### config.mk
export PLATFORM = sky130hd
export DESIGN_NAME = refinement_budget_predictor
export DESIGN_NICKNAME = d
export VERILOG_FILES = /design/src/rbp_pkg.sv /design/src/rbp_ctrl.sv /design/src/rbp_dp.sv /design/src/refinement_budget_predictor.sv
export SDC_FILE = /design/constraint.sdc
export NUM_CORES = 2
export LEC_CHECK = 0
export BUFFER_PORTS_ARGS = -buffer_cell sky130_fd_sc_hd__buf_4
export CELL_PAD_IN_SITES_DETAIL_PLACEMENT = 2
export CELL_PAD_IN_SITES_GLOBAL_PLACEMENT = 2
export CORE_MARGIN = 4
export CORE_UTILIZATION = 39
export CTS_CLUSTER_DIAMETER = 100
export DETAILED_ROUTE_END_ITERATION = 12
export PLACE_DENSITY_LB_ADDON = 0.1
export SETUP_SLACK_MARGIN = 0.4
export SYNTH_ARGS = -nofsm -noshare
export SYNTH_HDL_FRONTEND = slang
export SYNTH_HIERARCHICAL = 1
export SYNTH_SLANG_ARGS = --single-unit
### constraint.sdc
create_clock -name clk_i -period 8.1 [get_ports clk_i]
set_clock_uncertainty 0.15 [all_clocks]
set_input_delay 1.62 -clock clk_i [delete_from_list [all_inputs] [get_ports clk_i]]
set_output_delay 1.62 -clock clk_i [all_outputs]
set_load 0.01 [all_outputs]
### src/rbp_pkg.sv
`timescale 1ns / 1ps
// ----------------------------------------------------------------------------
// rbp_pkg: shared types, widths and saturating helpers
// Holds the controller-to-datapath command struct, the field widths and the
// saturating add and scale functions used by the refinement step.
// ----------------------------------------------------------------------------
package rbp_pkg;

  // Field widths
  localparam int unsigned CountW = 31;
  localparam int unsigned LevelW = 4;
  localparam int unsigned SatW   = 61;
  localparam int unsigned CfgIdxW = 1;

  // Saturation bound 2^61-1
  localparam logic [SatW-1:0] SatMax = {SatW{1'b1}};

  // Budget reset value
  localparam logic [SatW-1:0] BudgetReset = SatW'(64'd16777216);

  // Configuration register indexes
  localparam logic [CfgIdxW-1:0] RegVertexBudget = 1'b0;
  localparam logic [CfgIdxW-1:0] RegFaceBudget   = 1'b1;

  // Commands from the controller to the datapath
  typedef struct packed {
    logic load;    // capture a new transaction
    logic step;    // advance the counts by one level
    logic finish;  // close the transaction and issue the result
  } rbp_cmd_t;

  // Saturating add; both operands are at most SatMax
  function automatic logic [SatW-1:0] sat_add(input logic [SatW-1:0] a,
                                              input logic [SatW-1:0] b);
    logic [SatW:0] sum;
    sum = {1'b0, a} + {1'b0, b};
    return sum[SatW] ? SatMax : sum[SatW-1:0];
  endfunction

  // Saturating scale by two
  function automatic logic [SatW-1:0] sat_x2(input logic [SatW-1:0] a);
    return a[SatW-1] ? SatMax : {a[SatW-2:0], 1'b0};
  endfunction

  // Saturating scale by four
  function automatic logic [SatW-1:0] sat_x4(input logic [SatW-1:0] a);
    return (|a[SatW-1:SatW-2]) ? SatMax : {a[SatW-3:0], 2'b00};
  endfunction

  // Saturating scale by three: a + 2a
  function automatic logic [SatW-1:0] sat_x3(input logic [SatW-1:0] a);
    logic [SatW+1:0] sum;
    sum = {2'b00, a} + {1'b0, a, 1'b0};
    return (|sum[SatW+1:SatW]) ? SatMax : sum[SatW-1:0];
  endfunction

endpackage

### src/rbp_ctrl.sv
`timescale 1ns / 1ps
// ----------------------------------------------------------------------------
// rbp_ctrl: transaction sequencer
// Accepts a query, clamps its level, counts one refinement level per cycle
// and closes the transaction with a finish command.
// ----------------------------------------------------------------------------
module rbp_ctrl #(
  parameter int unsigned MAX_LEVEL = 8
) (
  input  logic                         clk_i,
  input  logic                         rst_ni,
  input  logic                         start_i,
  input  logic [rbp_pkg::LevelW-1:0]   level_i,
  output logic                         busy_o,
  output rbp_pkg::rbp_cmd_t            cmd_o
);

  localparam int unsigned CntW = $clog2(MAX_LEVEL + 1);
  localparam int unsigned CmpW = (CntW > rbp_pkg::LevelW) ? CntW : rbp_pkg::LevelW;

  localparam logic [1:0] StIdle   = 2'd0;
  localparam logic [1:0] StStep   = 2'd1;
  localparam logic [1:0] StFinish = 2'd2;

  logic [1:0]      state_q, state_d;
  logic [CntW-1:0] cnt_q, cnt_d;
  logic [CmpW-1:0] level_ext, level_max, level_clamp;
  logic            accept;

  // Clamp the requested level to the supported depth
  assign level_ext   = CmpW'(level_i);
  assign level_max   = CmpW'(MAX_LEVEL);
  assign level_clamp = (level_ext > level_max) ? level_max : level_ext;

  assign busy_o = (state_q != StIdle);
  assign accept = start_i && !busy_o;

  // Next state and commands
  always_comb begin
    state_d = state_q;
    cnt_d   = cnt_q;
    cmd_o   = '0;
    case (state_q)
      StIdle: begin
        if (accept) begin
          cmd_o.load = 1'b1;
          cnt_d      = CntW'(level_clamp);
          state_d    = (level_clamp == '0) ? StFinish : StStep;
        end
      end
      StStep: begin
        cmd_o.step = 1'b1;
        cnt_d      = cnt_q - CntW'(1);
        if (cnt_q == CntW'(1)) begin
          state_d = StFinish;
        end
      end
      StFinish: begin
        cmd_o.finish = 1'b1;
        state_d      = StIdle;
      end
      default: begin
        state_d = StIdle;
      end
    endcase
  end

  // Hold state and level count
  always_ff @(posedge clk_i or negedge rst_ni) begin
    if (!rst_ni) begin
      state_q <= StIdle;
      cnt_q   <= '0;
    end else begin
      state_q <= state_d;
      cnt_q   <= cnt_d;
    end
  end

endmodule

### src/rbp_dp.sv
`timescale 1ns / 1ps
// ----------------------------------------------------------------------------
// rbp_dp: refinement datapath
// Holds the running mesh counts, applies one saturating refinement level per
// step command and tracks whether every level stayed within both budgets.
// ----------------------------------------------------------------------------
module rbp_dp (
  input  logic                          clk_i,
  input  logic                          rst_ni,
  input  rbp_pkg::rbp_cmd_t             cmd_i,
  input  logic                          scheme_is_triangle_i,
  input  logic [rbp_pkg::CountW-1:0]    vertex_count_i,
  input  logic [rbp_pkg::CountW-1:0]    edge_count_i,
  input  logic [rbp_pkg::CountW-1:0]    face_count_i,
  input  logic [rbp_pkg::CountW-1:0]    corner_total_i,
  input  logic [rbp_pkg::SatW-1:0]      vertex_budget_i,
  input  logic [rbp_pkg::SatW-1:0]      face_budget_i,
  output logic                          done_o,
  output logic                          fits_o
);

  logic                       tri_q;
  logic [rbp_pkg::SatW-1:0]   v_q, e_q, f_q, fv_q;
  logic [rbp_pkg::SatW-1:0]   v_d, e_d, f_d, fv_d;
  logic                       chk_q, ok_q, done_q, fits_q;
  logic                       in_budget;

  // One refinement level
  always_comb begin
    if (tri_q) begin
      v_d  = rbp_pkg::sat_add(v_q, e_q);
      e_d  = rbp_pkg::sat_add(rbp_pkg::sat_x2(e_q), rbp_pkg::sat_x3(f_q));
      f_d  = rbp_pkg::sat_x4(f_q);
      fv_d = rbp_pkg::sat_x3(f_d);
    end else begin
      v_d  = rbp_pkg::sat_add(rbp_pkg::sat_add(v_q, e_q), f_q);
      f_d  = fv_q;
      e_d  = rbp_pkg::sat_add(rbp_pkg::sat_x2(e_q), fv_q);
      fv_d = rbp_pkg::sat_x4(fv_q);
    end
  end

  // Budget check on the counts of the level just produced
  assign in_budget = (v_q <= vertex_budget_i) && (f_q <= face_budget_i);

  // Load or advance the counts
  always_ff @(posedge clk_i) begin
    if (cmd_i.load) begin
      tri_q <= scheme_is_triangle_i;
      v_q   <= rbp_pkg::SatW'(vertex_count_i);
      e_q   <= rbp_pkg::SatW'(edge_count_i);
      f_q   <= rbp_pkg::SatW'(face_count_i);
      fv_q  <= rbp_pkg::SatW'(corner_total_i);
    end else if (cmd_i.step) begin
      v_q  <= v_d;
      e_q  <= e_d;
      f_q  <= f_d;
      fv_q <= fv_d;
    end
  end

  // Accumulate the verdict and issue the result strobe
  always_ff @(posedge clk_i or negedge rst_ni) begin
    if (!rst_ni) begin
      chk_q  <= 1'b0;
      ok_q   <= 1'b1;
      done_q <= 1'b0;
      fits_q <= 1'b0;
    end else begin
      chk_q  <= cmd_i.step;
      done_q <= cmd_i.finish;
      if (cmd_i.load) begin
        ok_q <= 1'b1;
      end else if (chk_q) begin
        ok_q <= ok_q && in_budget;
      end
      if (cmd_i.finish) begin
        fits_q <= ok_q && (!chk_q || in_budget);
      end
    end
  end

  assign done_o = done_q;
  assign fits_o = fits_q;

endmodule

### src/refinement_budget_predictor.sv
`timescale 1ns / 1ps
// ----------------------------------------------------------------------------
// refinement_budget_predictor: refined mesh size check against budgets
// Flow: after accept the sequencer issues N = min(level_i, MAX_LEVEL) steps and
// then a finish, from which done_o is registered; the step unit advances one
// level per cycle. One query at a time: busy is high from accept until the
// strobe, and a new start is taken in the cycle done_o is shown.
// Reset: both budgets return to 2^24 and the sequencer goes idle.
// The result is shown for one cycle on done_o; the receiver cannot stall.
// ----------------------------------------------------------------------------
module refinement_budget_predictor #(
  parameter int unsigned MAX_LEVEL = 8
) (
  input  logic                           clk_i,
  input  logic                           rst_ni,
  input  logic                           start,
  output logic                           busy,
  input  logic                           scheme_is_triangle_i,
  input  logic [rbp_pkg::CountW-1:0]     vertex_count_i,
  input  logic [rbp_pkg::CountW-1:0]     edge_count_i,
  input  logic [rbp_pkg::CountW-1:0]     face_count_i,
  input  logic [rbp_pkg::CountW-1:0]     corner_total_i,
  input  logic [rbp_pkg::LevelW-1:0]     level_i,
  output logic                           done_o,
  output logic                           fits_o,
  input  logic                           cfg_we_i,
  input  logic [rbp_pkg::CfgIdxW-1:0]    cfg_index_i,
  input  logic [rbp_pkg::SatW-1:0]       cfg_wdata_i
);

  logic [rbp_pkg::SatW-1:0] vertex_budget_q, face_budget_q;
  rbp_pkg::rbp_cmd_t        cmd;

  // Budget registers
  always_ff @(posedge clk_i or negedge rst_ni) begin
    if (!rst_ni) begin
      vertex_budget_q <= rbp_pkg::BudgetReset;
      face_budget_q   <= rbp_pkg::BudgetReset;
    end else if (cfg_we_i) begin
      case (cfg_index_i)
        rbp_pkg::RegVertexBudget: vertex_budget_q <= cfg_wdata_i;
        rbp_pkg::RegFaceBudget:   face_budget_q   <= cfg_wdata_i;
        default: begin
        end
      endcase
    end
  end

  // Sequencer
  rbp_ctrl #(
    .MAX_LEVEL(MAX_LEVEL)
  ) u_ctrl (
    .clk_i  (clk_i),
    .rst_ni (rst_ni),
    .start_i(start),
    .level_i(level_i),
    .busy_o (busy),
    .cmd_o  (cmd)
  );

  // Count datapath
  rbp_dp u_dp (
    .clk_i               (clk_i),
    .rst_ni              (rst_ni),
    .cmd_i               (cmd),
    .scheme_is_triangle_i(scheme_is_triangle_i),
    .vertex_count_i      (vertex_count_i),
    .edge_count_i        (edge_count_i),
    .face_count_i        (face_count_i),
    .corner_total_i      (corner_total_i),
    .vertex_budget_i     (vertex_budget_q),
    .face_budget_i       (face_budget_q),
    .done_o              (done_o),
    .fits_o              (fits_o)
  );

  // Accepted transaction keeps the block busy
  assert property (@(posedge clk_i) disable iff (!rst_ni)
    (start && !busy) |=> busy)
    else $error("accepted transaction did not raise busy");

  // Finish command produces exactly the following strobe
  assert property (@(posedge clk_i) disable iff (!rst_ni)
    done_o == $past(cmd.finish))
    else $error("result strobe out of step with finish command");

  // Sequencer is idle while the result is shown
  assert property (@(posedge clk_i) disable iff (!rst_ni)
    done_o |-> !busy)
    else $error("result shown while busy");

  // At most one command at a time
  assert property (@(posedge clk_i) disable iff (!rst_ni)
    $onehot0(cmd))
    else $error("conflicting datapath commands");

endmodule

---- After elaboration in Yosys (flattened, before gate mapping) ----
Index checks and enable logic that the tools add are counted.
cells by class
  $add $sub $neg .......................... 7
  $mul .................................... 0
  divide/modulo/power cells ............... 0
  magnitude comparators ................... 3
  eq/ne operators ......................... 5
  shift operators ......................... 0
  muxes and demuxes ....................... 34
  bitwise gates (word level) .............. 1
  reduce and logical (&&, ||, !) cells .... 21
operators with widths
  kind                 count
  $mux 61              13
  $add 61x61->62       4
  $mux 31              8
  $add 61x62->63       2
  $le 61x61->1         2
  $mux 4               2
  $pmux 4 s2           1
  $reduce_and 2->1     4
  $reduce_bool 2->1    4
  $reduce_or 2->1      4
  $mux 1               6
  $mux 2               3
  $eq 4x1->1 const B   1
  $gt 4x4->1 const B   1
  $logic_and 1x1->1    4
  $logic_not 4->1      1
  $ne 2x1->1 const B   2
  $pmux 2 s2           1
  $sub 4x1->4 const B  1
  $eq 2x1->1 const B   1
  $eq 2x2->1 const B   1
  $logic_not 1->1      2
  $logic_not 2->1      1
  $logic_or 1x1->1     1
  $not 1->1            1
storage, ports and cells
  flip-flop bits (word level) ............. 377
  latch bits .............................. 0
  memory bits (writable) .................. 0
  ROM bits ................................ 0
  output and inout port bits .............. 3
  memories ................................ 0

---- Longest topological paths before layout ----
  depth in word-level cells ............... 8
  gate-level depth with buffers ........... 32
  depth with buffers taken out ............ 30

---- By module ----
The synthesis kept the hierarchy.
modules (own cells, without submodules)
  module                       times used  cells each  area an instance (µm²)  seq. area each (µm²)
  rbp_dp                       1           4816        36364.9                 6257.3
  refinement_budget_predictor  1           259         4626.9                  3055.4
  rbp_ctrl                     1           44          404.1                   150.1

---- Least setup slack after synthesis ----
Ideal clock, no wire load.
  path kind ............................... register to register
  from .................................... register u_dp/f_q[1] (netlist bit)
  to ...................................... register u_dp/e_q[58] (netlist bit)
  library setup time ...................... 0.122 ns
  arrival time ............................ 6.373 ns
  slack ................................... 1.455 ns
  stages on the path, launching flop included .. 32
  buffers on the path ..................... 1
  period minus slack after synthesis ...... 6.645 ns
  cell sequence ........................... edfxtp_1 -> ha_1 -> inv_1 -> fa_1 -> nor2b_1 -> o21ai_0 -> a21oi_1 -> o2111ai_1 -> a211oi_1 -> o31ai_1 -> a21boi_1 -> o21ai_0 -> and2_1 -> a211o_1 -> o21a_2 -> buf_2 -> nand2_1 -> ha_1 -> inv_1 -> fa_1 -> nor2b_1 -> o31a_1 -> o31ai_1 -> a211o_1 -> a21o_1 -> a2111oi_4 -> nor3_2 -> o41ai_4 -> a21boi_2 -> o41ai_2 -> a22o_1 -> nor2_1
between the ends
  cells in the longest elaborated chain, start to end .. 6
ends and longest elaborated chain
  item                    line           RTL
  start, declared         rbp_dp.sv:23   logic [rbp_pkg::SatW-1:0] v_q, e_q, f_q, fv_q;
  start signal, assigned  rbp_dp.sv:52   f_q <= rbp_pkg::SatW'(face_count_i);
  $add 61x62->63 *        rbp_pkg.sv:53  sum = {2'b00, a} + {1'b0, a, 1'b0};
  $reduce_or 2->1         rbp_pkg.sv:54  return (|sum[SatW+1:SatW]) ? SatMax : sum[SatW-1:0];
  $mux 61 *               rbp_pkg.sv:54
  $add 61x61->62 *        rbp_pkg.sv:36  sum = {1'b0, a} + {1'b0, b};
  $mux 61 *               rbp_pkg.sv:37  return sum[SatW] ? SatMax : sum[SatW-1:0];
  $mux 61 *               rbp_dp.sv:30   if (tri_q) begin
  end signal, assigned    rbp_dp.sv:51   e_q <= rbp_pkg::SatW'(edge_count_i);
  end, declared           rbp_dp.sv:23
Every way passes the cells marked *; elsewhere a longest branch is shown, timed or not.
A chain may end at the register's enable or synchronous reset.

---- Worst setup path in the final report ----
  from .................................... register u_dp/e_q[8] (netlist bit)
  to ...................................... register u_dp/v_q[13] (netlist bit) (data pin)
between the ends
  cells in the longest elaborated chain, start to end .. 7
ends and longest elaborated chain
  item                  line           RTL
  $add 61x61->62 *      rbp_pkg.sv:36
  $mux 61 *             rbp_pkg.sv:37
  $add 61x61->62        rbp_pkg.sv:36
  $mux 61               rbp_pkg.sv:37
  $mux 61 *             rbp_dp.sv:30
  $mux 31 *             rbp_dp.sv:54   end else if (cmd_i.step) begin
  $mux 31 *             rbp_dp.sv:48   if (cmd_i.load) begin
  end signal, assigned  rbp_dp.sv:50   v_q <= rbp_pkg::SatW'(vertex_count_i);
  end signal, assigned  rbp_dp.sv:55   v_q <= v_d;
  end, declared         rbp_dp.sv:23
Every way passes the cells marked *; elsewhere a longest branch is shown, timed or not. The select of a mux whose other input is x is not followed.

==> metrics.md <==
| Metric | Value |
|---|---|
| Clk_lat worst skew | ~670 ps |
| Run status | finished clean |
| Synth unique cells | about 110 |
| Top-count cell post-synth | nand2_1 |
| Grt ovf | 0 |
| Post-synthesis register bit count | 377 |
| Crit Reg-Reg Endpoint | u_dp/v_q[13]$_DFFE_PP_ |
| Top cells by area in the synthesized netlist | ha_1, edfxtp_1, dfrtp_1 |
| Max_slew headroom | 13.53% |
| Routed vias | 40,350 |
| Largest net degree at the start of global routing | 132 |
| Final ANT Viol Nets | 0 |
| Share of cells above drive strength 1 | 14.27% |
| Hold Crit Class | reg2reg |
| Post-Syn Instances | 5,119 |
| Row cnt | 119 |
| Multi-input combinational cell area | 30,080 um^2 |
| Vias in the first global route | 43,680 |
| I/O Buffers | 197 |
| Req. time, crit path | 8370 ps |
| FF-to-FF Start | u_dp/e_q[8]$_DFFE_PP_ |
| Seq/Total Area, Yosys | 22.86% |
| Hold buffer count at cts | 0 |
| Crit path DAT | slightly below 8000 ps |
| Fin crit share | 93.43% |
| Setup_tns | 0 ps |
| Share of the synthesized area in the top cell type | 14.87% |
| Count of final hold-check violations | 0 |
| Routed length per instance | 27.66 um |
| Crit path capture type | flop |
| Die Height | approximately 330 um |
| RSZ-0062 raised after global routing | true |
| Final min period | 7568 ps |
| Synth Cell Area | 41,400 um^2 |
| DR iter-0 viols | 2,242 |
| Post-Route WL | 184.2 mm |
| CTS Buffer Depth | 3 |
| TritonCTS clock tree | done |
| Fill cells | 12,050 |
| CTS buffer count | 53 |
| Area Growth Syn to Fin | 12.16% |
| Gpl congestion | 0.9311 |
| Reg2Reg Setup Slack | ~530 ps |
| CP Capture Point | u_dp/v_q[13]$_DFFE_PP_ |
| Total track usage | 31.76% |
| Cell taking the most area after synthesis | ha_1 |
| Drt via density | ~6.1 |
| Crit path from | u_dp/e_q[8]$_DFFE_PP_ |
| Pre-Repair DR Iteration Count | 7 |
| Sink Count | 377 |
| Reg clk slew, reported paths | ~60 ps |
| Nets | 5,915 |
| Ports | 198 |
| Die X | 333.8 um |
| CTS Root Buffer Type | clkbuf_16 |
| Max Cap Viol | 0 |
| Initial core utilization | 39.32% |
| Post-synth top flop | dfrtp_1 |
| H-tree lvl count | 2 |
| Async SR Flop Fraction | 35.01% |
| Reg2Reg Depth | 26 |
| Placeable Area | 105,300 um^2 |
| DRC | 0 |
| Avg Inst Size Synth | around 8.1 um^2 |
| Final Setup Violations | 0 |
| First-pass GRT wire length | roughly 270 mm |
| Yosys Warn Count | 6 |
| Crit path launch type | flop |
| Syn Nets | 5,811 |
| Final slew viol count | 0 |
| EDFF count, synth | 125 |
| Initial antenna violation count | 2 |
| Crit path max fanout | 47 |
| FMAX | 132.1 MHz |
| Synth top cells by count | nand2_1, a21oi_1, ha_1 |
| Crit Path Class | reg2reg |
| Die footprint | 111,400 um^2 |
| Sequential cell area | around 9500 um^2 |
| Slew @ Worst Pin | 1287 ps |
| Post-DP HPWL | 147.9 mm |
[kinds of logic after synthesis]
family,after synthesis,synth area share (%)
xor gates and xnor gates,322,6.813
DFF,377,22.86
adders and majority gates,497,15.11
AOI/OAI and AO/OA,1814,29.32
and+or+nand+nor,1475,17.07
muxes,141,3.833
buffers and inverters,493,4.990
[layout make-up]
type,instances,share of cell area [%]
multi-input cells,4249,64.79
clock buffers,69,3.342
diodes,1,0.005390
repair buffers,315,5.263
well taps,1391,3.748
flip-flops and latches,377,20.38
clock inverters,31,0.6198
inverters,227,1.851
[placed cells by master (no fill, tap or decap), drive strengths merged, types with 61 or more instances in the layout]
cell type    n
a21o       301
a21oi      513
a31oi       61
buf        315
clkbuf      69
dfrtp      129
dfxtp      120
edfxtp     125
ha         492
inv        227
mux2       125
nand2      541
nand2b     111
nand3       68
nand4      107
nor2       289
nor2b       70
nor3        63
o21ai      340
o21bai      76
or2         93
xnor2      196
xor2       126
[worst min-delay path by stage]
stage,start,to,slack (ps),cells past startpoint
floorplan,u_dp/e_q[33]$_SDFFE_PP0P_,u_dp/e_q[33]$_SDFFE_PP0P_,280,2
global placement,face_budget_q[35]$_DFFE_PN0P_,face_budget_q[35]$_DFFE_PN0P_,340,1
detailed placement,face_budget_q[58]$_DFFE_PN0P_,face_budget_q[58]$_DFFE_PN0P_,350,1
CTS,face_budget_q[19]$_DFFE_PN0P_,face_budget_q[19]$_DFFE_PN0P_,360,1
global route,vertex_budget_q[15]$_DFFE_PN0P_,vertex_budget_q[15]$_DFFE_PN0P_,370,1
finish,face_budget_q[59]$_DFFE_PN0P_,face_budget_q[59]$_DFFE_PN0P_,350,1
[worst max-delay path, stage by stage (launching register included)]
cell and delay [ps]:
edfxtp_1 600, ha_1 510, and4_1 250, and3_1 170, a32o_1 280, a211oi_4 100, o31ai_4 350, nand3_1 220
nand2_1 260, a31oi_4 170, o31a_2 410, buf_12 180, nand2b_1 180, ha_1 350, a21oi_1 280, o211ai_1 170
a32oi_1 230, a21oi_1 130, a41oi_2 270, o31a_1 310, o31ai_4 150, a41oi_4 380, o21bai_4 130, a41o_2 300
buf_12 170, o221a_2 330, a21o_1 160
[per-layer routing]
layer  vias to the layer above  GRT usage, %  share of wire [%]
met5                         -             0                  0
met4                         0         22.40                8.5
met3                       368         2.260                2.4
met2                       756         57.48                 49
met1                     20160         35.33                 40
li1                      19070             -                  -
[state kept, by name, summed over array words and instances (netlist names)]
| register | count |
|---|---|
| face_budget_q | 61 |
| u_ctrl/cnt_q | 4 |
| u_ctrl/state_q | 2 |
| u_dp/chk_q | 1 |
| u_dp/done_o | 1 |
| u_dp/e_q | 61 |
| u_dp/f_q | 61 |
| u_dp/fits_o | 1 |
| u_dp/fv_q | 61 |
| u_dp/ok_q | 1 |
| u_dp/tri_q | 1 |
| u_dp/v_q | 61 |
| vertex_budget_q | 61 |
[what timing repair did]
item,4_1_cts,5_1_grt
pin swaps,1,8
setup buffers,3,8
setup endpoints to repair,62,122
cloned,0,0
resized for setup,4,34
[per-stage QoR]
| stage | instance area, um^2 | hold slack [ps] | util (%) | std cells | setup WS (ps) |
|---|---|---|---|---|---|
| after floorplan | 41400 | 279.6 | - | 5119 | 1455 |
| after global placement | 44310 | 338.7 | 42.09 | 6548 | 395.0 |
| after detailed placement | 44310 | 345.4 | 42.09 | 6548 | 137.0 |
| after CTS | 46200 | 356.3 | 43.89 | 6651 | 362.3 |
| after global routing | 46430 | 373.0 | 44.11 | 6659 | 317.1 |
| final | 46430 | 352.3 | 44.11 | 6660 | 531.8 |
Power is left out: the tool's default activity adds up to more than one toggle a clock period on the data nets, which glitch-free logic cannot reach.
